$ cat src/assert_macros.svh
// assertion macros for the rtl files
`ifndef ASSERT_MACROS_SVH
`define ASSERT_MACROS_SVH

// antecedent implies consequent in the same cycle
`define ASSERT_SAME(label, clk, rst_n, ante, cons) \
  label: assert property (@(posedge clk) disable iff (!rst_n) (ante) |-> (cons)) \
    else $error("assertion failed");

// antecedent implies a delayed consequent
`define ASSERT_LATER2(label, clk, rst_n, ante, cons) \
  label: assert property (@(posedge clk) disable iff (!rst_n) (ante) |-> ##2 (cons)) \
    else $error("assertion failed");

`endif

$ cat src/peca_pkg.sv
// shared types and constants of the pin event channel allocator
`default_nettype none

package peca_pkg;

  localparam int unsigned Pins       = 32;
  localparam int unsigned QueueDepth = 2;

  localparam logic [1:0] ReqInstall   = 2'd0;
  localparam logic [1:0] ReqUninstall = 2'd1;
  localparam logic [1:0] ReqSample    = 2'd2;

  typedef enum logic [1:0] {
    KindInstall,
    KindUninstall,
    KindSample,
    KindUnknown
  } req_kind_e;

  typedef struct packed {
    logic [1:0]  req_type;
    logic [4:0]  pin;
    logic [1:0]  edge_mode;
    logic        has_handler;
    logic [31:0] pin_levels;
  } in_item_t;

  typedef struct packed {
    logic       ok;
    logic [2:0] channel;
    logic [7:0] fired_mask;
    logic       irq_enabled;
  } result_t;

  // classified request held in the queue
  typedef struct packed {
    req_kind_e   kind;
    logic [4:0]  pin;
    logic [1:0]  polarity;
    logic        has_handler;
    logic        pin_ok;
    logic [31:0] pin_levels;
  } entry_t;

  typedef struct packed {
    logic irq_on;
    logic any_used;
  } status_t;

endpackage

`default_nettype wire

$ cat src/peca_front.sv
// front end: takes transactions and classifies them for the queue
`default_nettype none

module peca_front (
  input  wire                logic start,
  input  wire  peca_pkg::in_item_t item_i,
  input  wire                logic full_i,
  output logic                     busy,
  output logic                     push_o,
  output peca_pkg::entry_t         entry_o
);

  peca_pkg::req_kind_e kind;

  always_comb begin
    unique case (item_i.req_type)
      peca_pkg::ReqInstall:   kind = peca_pkg::KindInstall;
      peca_pkg::ReqUninstall: kind = peca_pkg::KindUninstall;
      peca_pkg::ReqSample:    kind = peca_pkg::KindSample;
      default:                kind = peca_pkg::KindUnknown;
    endcase
  end

  assign busy   = full_i;
  assign push_o = start && !full_i;

  always_comb begin
    entry_o.kind        = kind;
    entry_o.pin         = item_i.pin;
    // edge mode three wraps to polarity zero and never fires
    entry_o.polarity    = 2'(item_i.edge_mode + 2'd1);
    entry_o.has_handler = item_i.has_handler;
    entry_o.pin_ok      = {1'b0, item_i.pin} < 6'(peca_pkg::Pins);
    entry_o.pin_levels  = item_i.pin_levels;
  end

endmodule

`default_nettype wire

$ cat src/peca_fifo.sv
// short queue between the front end and the back end
`default_nettype none

module peca_fifo (
  input  wire                  logic clk_i,
  input  wire                  logic rst_ni,
  input  wire                  logic push_i,
  input  wire  peca_pkg::entry_t     entry_i,
  input  wire                  logic pop_i,
  output logic                       full_o,
  output logic                       valid_o,
  output peca_pkg::entry_t           head_o
);

  localparam int unsigned PtrW = $clog2(peca_pkg::QueueDepth);
  localparam int unsigned CntW = $clog2(peca_pkg::QueueDepth + 1);

  peca_pkg::entry_t mem_q [peca_pkg::QueueDepth];
  logic [PtrW-1:0]  wr_ptr_q, wr_ptr_d;
  logic [PtrW-1:0]  rd_ptr_q, rd_ptr_d;
  logic [CntW-1:0]  count_q, count_d;
  logic             do_pop;

  assign full_o  = count_q == CntW'(peca_pkg::QueueDepth);
  assign valid_o = count_q != '0;
  assign head_o  = mem_q[rd_ptr_q];
  assign do_pop  = pop_i && valid_o;

  always_comb begin
    wr_ptr_d = wr_ptr_q;
    rd_ptr_d = rd_ptr_q;
    count_d  = count_q;
    if (push_i) begin
      wr_ptr_d = (wr_ptr_q == PtrW'(peca_pkg::QueueDepth - 1)) ? '0 : wr_ptr_q + 1'b1;
    end
    if (do_pop) begin
      rd_ptr_d = (rd_ptr_q == PtrW'(peca_pkg::QueueDepth - 1)) ? '0 : rd_ptr_q + 1'b1;
    end
    priority if (push_i && !do_pop) begin
      count_d = count_q + 1'b1;
    end else if (do_pop && !push_i) begin
      count_d = count_q - 1'b1;
    end
  end

  always_ff @(posedge clk_i or negedge rst_ni) begin
    if (!rst_ni) begin
      wr_ptr_q <= '0;
      rd_ptr_q <= '0;
      count_q  <= '0;
    end else begin
      wr_ptr_q <= wr_ptr_d;
      rd_ptr_q <= rd_ptr_d;
      count_q  <= count_d;
    end
  end

  always_ff @(posedge clk_i) begin
    if (push_i) begin
      mem_q[wr_ptr_q] <= entry_i;
    end
  end

endmodule

`default_nettype wire

$ cat src/peca_back.sv
// back end: channel table, edge detection and result register
`default_nettype none

module peca_back #(
  parameter int unsigned CHANNELS = 8
) (
  input  wire                  logic clk_i,
  input  wire                  logic rst_ni,
  input  wire                  logic head_valid_i,
  input  wire  peca_pkg::entry_t     head_i,
  output logic                       res_valid_o,
  output peca_pkg::result_t          res_o,
  output peca_pkg::status_t          status_o
);

  localparam int unsigned IdxW = (CHANNELS > 1) ? $clog2(CHANNELS) : 1;

  logic [CHANNELS-1:0] used_q;
  logic [4:0]          pin_q [CHANNELS];
  logic [1:0]          pol_q [CHANNELS];
  logic [31:0]         prev_q;
  logic                irq_q;
  logic                res_valid_q;
  peca_pkg::result_t   res_q;

  logic [CHANNELS-1:0] match;
  logic [CHANNELS-1:0] fired;
  logic [CHANNELS-1:0] match_sel;
  logic [IdxW-1:0]     match_idx;
  logic [IdxW-1:0]     free_idx;
  logic                install_ok;
  logic                uninstall_ok;
  logic                is_sample;
  logic                any_left;
  logic                irq_next;

  always_comb begin
    for (int i = 0; i < CHANNELS; i++) begin
      logic was;
      logic now;
      was      = prev_q[pin_q[i]];
      now      = head_i.pin_levels[pin_q[i]];
      match[i] = used_q[i] && (pin_q[i] == head_i.pin);
      fired[i] = used_q[i] && ((!was && now && pol_q[i][0]) ||
                               (was && !now && pol_q[i][1]));
    end
  end

  // lowest bound channel and lowest free channel
  always_comb begin
    match_idx = '0;
    free_idx  = '0;
    for (int i = CHANNELS - 1; i >= 0; i--) begin
      if (match[i]) begin
        match_idx = IdxW'(i);
      end
      if (!used_q[i]) begin
        free_idx = IdxW'(i);
      end
    end
  end

  assign match_sel    = CHANNELS'(1) << match_idx;
  assign install_ok   = head_valid_i && (head_i.kind == peca_pkg::KindInstall) &&
                        head_i.pin_ok && !(|match) && !(&used_q) && head_i.has_handler;
  assign uninstall_ok = head_valid_i && (head_i.kind == peca_pkg::KindUninstall) && (|match);
  assign is_sample    = head_valid_i && (head_i.kind == peca_pkg::KindSample);
  assign any_left     = |(used_q & ~match_sel);

  always_comb begin
    priority if (install_ok) begin
      irq_next = 1'b1;
    end else if (uninstall_ok) begin
      irq_next = any_left;
    end else begin
      irq_next = irq_q;
    end
  end

  always_ff @(posedge clk_i or negedge rst_ni) begin
    if (!rst_ni) begin
      used_q      <= '0;
      for (int i = 0; i < CHANNELS; i++) begin
        pin_q[i] <= '0;
        pol_q[i] <= '0;
      end
      prev_q      <= '0;
      irq_q       <= 1'b0;
      res_valid_q <= 1'b0;
    end else begin
      res_valid_q <= head_valid_i;
      irq_q       <= irq_next;
      if (install_ok) begin
        used_q[free_idx] <= 1'b1;
        pin_q[free_idx]  <= head_i.pin;
        pol_q[free_idx]  <= head_i.polarity;
      end
      if (uninstall_ok) begin
        used_q[match_idx] <= 1'b0;
        pin_q[match_idx]  <= '0;
        pol_q[match_idx]  <= '0;
      end
      if (is_sample) begin
        prev_q <= head_i.pin_levels;
      end
    end
  end

  always_ff @(posedge clk_i) begin
    if (head_valid_i) begin
      res_q.ok          <= install_ok || uninstall_ok || is_sample;
      res_q.channel     <= install_ok   ? 3'(free_idx)  :
                           uninstall_ok ? 3'(match_idx) : 3'd0;
      res_q.fired_mask  <= is_sample ? 8'(fired) : 8'd0;
      res_q.irq_enabled <= irq_next;
    end
  end

  assign res_valid_o       = res_valid_q;
  assign res_o             = res_q;
  assign status_o.irq_on   = irq_q;
  assign status_o.any_used = |used_q;

endmodule

`default_nettype wire

$ cat src/pin_event_channel_allocator.sv
// top level of the pin event channel allocator
// A request is taken on any clock edge where start is high and busy is low, so one request
// per cycle can be issued back to back. In the cycle after the accepting edge the back end
// reads the request from the head of the two-entry queue, looks up and updates the channel
// table and loads the result register at the next edge. result_o is therefore shown, from
// the result register, with result_valid_o high for exactly one cycle. The back end drains
// one request every cycle, so the queue never holds more than one request and busy stays
// low. There is no result backpressure: the receiver must capture each result on its strobe.
`default_nettype none
`include "assert_macros.svh"

module pin_event_channel_allocator #(
  parameter int unsigned CHANNELS = 8
) (
  input  wire                    logic clk_i,
  input  wire                    logic rst_ni,
  input  wire                    logic start,
  output logic                         busy,
  input  wire  peca_pkg::in_item_t     item_i,
  output logic                         result_valid_o,
  output peca_pkg::result_t            result_o
);

  logic              push;
  logic              full;
  logic              head_valid;
  peca_pkg::entry_t  entry;
  peca_pkg::entry_t  head;
  peca_pkg::status_t status;

  peca_front u_front (
    .start   (start),
    .item_i  (item_i),
    .full_i  (full),
    .busy    (busy),
    .push_o  (push),
    .entry_o (entry)
  );

  peca_fifo u_fifo (
    .clk_i   (clk_i),
    .rst_ni  (rst_ni),
    .push_i  (push),
    .entry_i (entry),
    .pop_i   (head_valid),
    .full_o  (full),
    .valid_o (head_valid),
    .head_o  (head)
  );

  peca_back #(
    .CHANNELS (CHANNELS)
  ) u_back (
    .clk_i        (clk_i),
    .rst_ni       (rst_ni),
    .head_valid_i (head_valid),
    .head_i       (head),
    .res_valid_o  (result_valid_o),
    .res_o        (result_o),
    .status_o     (status)
  );

  // every accepted transaction comes back with a result strobe
  `ASSERT_LATER2(a_fixed_latency, clk_i, rst_ni, start && !busy, result_valid_o)
  // interrupt flag tracks table occupancy
  `ASSERT_SAME(a_irq_tracks_table, clk_i, rst_ni, 1'b1, status.irq_on == status.any_used)
  `ASSERT_SAME(a_result_irq, clk_i, rst_ni, result_valid_o,
               result_o.irq_enabled == status.any_used)
  // a failed transaction reports channel zero
  `ASSERT_SAME(a_fail_chan_zero, clk_i, rst_ni, result_valid_o && !result_o.ok,
               result_o.channel == 3'd0)

endmodule

`default_nettype wire
$ cat config.mk
export PLATFORM = sky130hd
export DESIGN_NAME = pin_event_channel_allocator
export DESIGN_NICKNAME = d
export VERILOG_FILES = /design/src/peca_pkg.sv /design/src/peca_front.sv /design/src/peca_fifo.sv /design/src/peca_back.sv /design/src/pin_event_channel_allocator.sv
export VERILOG_INCLUDE_DIRS = /design/src /design/src/src
export SDC_FILE = /design/constraint.sdc
export NUM_CORES = 1
export LEC_CHECK = 0
export BUFFER_PORTS_ARGS = -buffer_cell sky130_fd_sc_hd__buf_2
export CORE_UTILIZATION = 60
export CTS_CLUSTER_SIZE = 40
export DETAILED_ROUTE_END_ITERATION = 8
export HOLD_SLACK_MARGIN = 0.1
export PLACE_DENSITY = 0.74
export SETUP_SLACK_MARGIN = 0.15
export SKIP_LAST_GASP = 1
export SYNTH_ARGS = -nofsm -noshare
export SYNTH_HDL_FRONTEND = slang
export SYNTH_SLANG_ARGS = --single-unit
$ cat constraint.sdc
create_clock -name clk_i -period 3.56 [get_ports clk_i]
set_clock_uncertainty 0.2 [all_clocks]
set_input_delay 0.356 -clock clk_i [delete_from_list [all_inputs] [get_ports clk_i]]
set_output_delay 0.356 -clock clk_i [all_outputs]
set_load 0.1 [all_outputs]
==> metrics.txt <==
vias in the first global route 9461; Core Area 20400 um2; synth cell count leaders 160 x mux4_2, 102 x dfrtp_1, 97 x edfxtp_1, 97 x nor2_1, 61 x mux2i_1; Setup TNS 0 ns; post-synth net total 913; post-synthesis cell area 12500 um2; antenna violations before repair 0; # IOs 60; Remaining Overflow, GRT 0; area leader, netlist mux4_2; Final ANT Viol Nets 0; clock sink count 199; Clock Latency Late Sink 0.45 ns; Setup Crit Path Kind flip-flop to flip-flop; Worst Tran Pin Value 1.00 ns; CTS root buffer clkbuf_16; Buffers on Ports 59; gpl congestion 1.00; max incr delay on CP 0.50 ns; final setup vio count 0; max-slew violations 0; most common cell in the synthesized netlist mux4_2; relative slew slack 0.332; sequential element share of the synthesized area 0.437; critical path cell sequence buf_12, buf_4, mux2i_1, buf_4, mux4_2, mux4_2, o21ai_1, o21ai_0, and3_1; htree depth 4; Post-synth EDFFs 97; slowest CP cell dfrtp_4; Hold Fails Final Rpt 0; # DRC 0; WL/cell 28.0 um; FMAX 294 MHz; Required @ worst endpoint 3.56 ns; top post-synthesis cells by area mux4_2 29%, edfxtp_1 23%, dfrtp_1 20%; ys async rst share 0.513; area delta synth->final 17.4%; share of the synthesized area in the top cell type 0.288; Max-Cap Viols 0; detail-routed via count per cell 7.13; CP arrival 3.40 ns; clock buffer depth 2; global router's overall resource usage 0.356; Synth cell types 57; 1st-pass router iterations 5; Core Rows 52; fin crit share 0.956; CP max FO 8; Initial Util 0.614; Die W 146 um; Total Nets Final 1046; pin count of the biggest net entering global routing 72; RSZ-0062 raised after global routing true; top_reg_cell synth dfrtp_1; Power Density 964 nW/um2; Hold WC Path Type flip-flop to flip-flop; DR vias 9147; Worst VDD drop 0.454 mV; CTS tree done; min Tclk post-route 3.40 ns; syn_area_per_cell 14.4 um2; CP Launch Type flip-flop; Hold Worst Slack 0.306 ns; ratio of cells with drive above 1 in the final layout 0.397; die extent in y 146 um; total CTS buffers 17; critical path's top delay family multiplexers; FF+latch count, synth 199; hpwl dp 24.7 mm; register clock-pin slew on the reported worst setup and hold paths 0.09 ns; CP Buf/Inv Count 3; diode count 0; Synth Instances 867; Starting DRT DRC Count 1055; Leakage Power 5.55 nW; status complete, no violations; critical path capture point type flip-flop; routed wire length 35.9 mm; first-pass GRT wire length 56.4 mm; Ys Warns 0; full die area 21400 um2
==> what timing repair did <==
| item | in CTS | in global routing |
|---|---|---|
| endpoints found under the hold margin | 154 | 0 |
| setup buffers | 0 | 15 |
| resized for setup | 6 | 28 |
| hold buffers | 44 | 0 |
| pin swaps | 0 | 6 |
| gates cloned | 0 | 1 |
| endpoints found under the setup margin | 32 | 62 |
==> cell type report <==
cell class	instances	area [um2]
Tap cell	270	338
Sequential cell	199	5470
Inverter	12	45.0
Multi-Input combinational cell	591	6830
Clock inverter	14	190
Fill cell	1322	5680
Timing Repair Buffer	179	1380
Clock buffer	18	429
==> logic make-up (layout without fill, tap and decap cells) <==
group	after synthesis	after routing	synth area share
DFF	199	199	0.437
muxes	264	264	0.378
and+or+nand+nor	196	196	0.0800
adders and majority gates	1	1	0.00100
buffers and inverters	77	223	0.0266
xor gates and xnor gates	46	46	0.0322
AOI/OAI and AO/OA	84	84	0.0450
==> flip-flops by register name, summed over array words and instances, names as in the netlist <==
signal,cells
u_back.irq_q,1
u_back.pin_q,40
u_back.pol_q,16
u_back.prev_q,32
u_back.res_o,13
u_back.res_valid_o,1
u_back.used_q,8
u_fifo.count_q,2
u_fifo.mem_q,84
u_fifo.rd_ptr_q,1
u_fifo.wr_ptr_q,1
==> through the flow <==
| stage | cell area [um2] | setup slack, ns | util | cells | total power [mW] |
|---|---|---|---|---|---|
| floorplan | 12500 | 0.419 | - | 867 | 9.48 |
| global placement | 13400 | 0.105 | 0.656 | 1191 | 11.4 |
| detailed placement | 13400 | 0.0380 | 0.656 | 1191 | 11.7 |
| CTS | 14400 | 0.0939 | 0.709 | 1267 | 13.7 |
| global route | 14700 | 0.0607 | 0.721 | 1283 | 14.7 |
| finish | 14700 | 0.158 | 0.721 | 1283 | 14.2 |
==> placed cells by master, fill, tap and decap left out, types with 28 or more instances in the layout <==
cell type,instances
buf_2,59
buf_4,68
dfrtp_1,101
dlygate4sd3_1,44
edfxtp_1,97
mux2_2,28
mux2i_1,56
mux4_2,160
nor2_1,94
xnor2_1,43
==> worst paths after layout <==
check	start	to	slack (ns)	cells past startpoint
min in group asynchronous	rst_ni	u_fifo.wr_ptr_q	0.38	2
max reg2reg	u_fifo.rd_ptr_q	u_back.res_o[5]	0.16	9
max	u_fifo.rd_ptr_q	u_back.res_o[5]	0.16	9
max in group asynchronous	rst_ni	u_back.pol_q[12]	1.94	3
min reg2reg	u_fifo.count_q[1]	u_fifo.count_q[1]	0.31	1
min	u_fifo.count_q[1]	u_fifo.count_q[1]	0.31	1
==> power breakdown <==
group / switching, mW / internal (mW) / total (mW)
Clock: 1.04 / 0.973 / 2.01
Sequential: 1.05 / 3.21 / 4.26
Combinational: 4.07 / 3.82 / 7.88
Total: 6.16 / 8.00 / 14.2
==> per-layer routing <==
metal | track usage | part of all wire
met1 | 0.460 | 0.35
met2 | 0.572 | 0.48
met3 | 0.0853 | 0.11
met4 | 0.174 | 0.058
met5 | 0 | 0
==> worst reg2reg max path: stages (launching register included) <==
cell and delay, ns:
dfrtp_4 0.50, buf_12 0.16, buf_4 0.16, mux2i_1 0.25, buf_4 0.25, mux4_2 0.47
mux4_2 0.49, o21ai_1 0.26, o21ai_0 0.20, and3_1 0.21
Note: power is estimated with default switching activity, not from simulation.
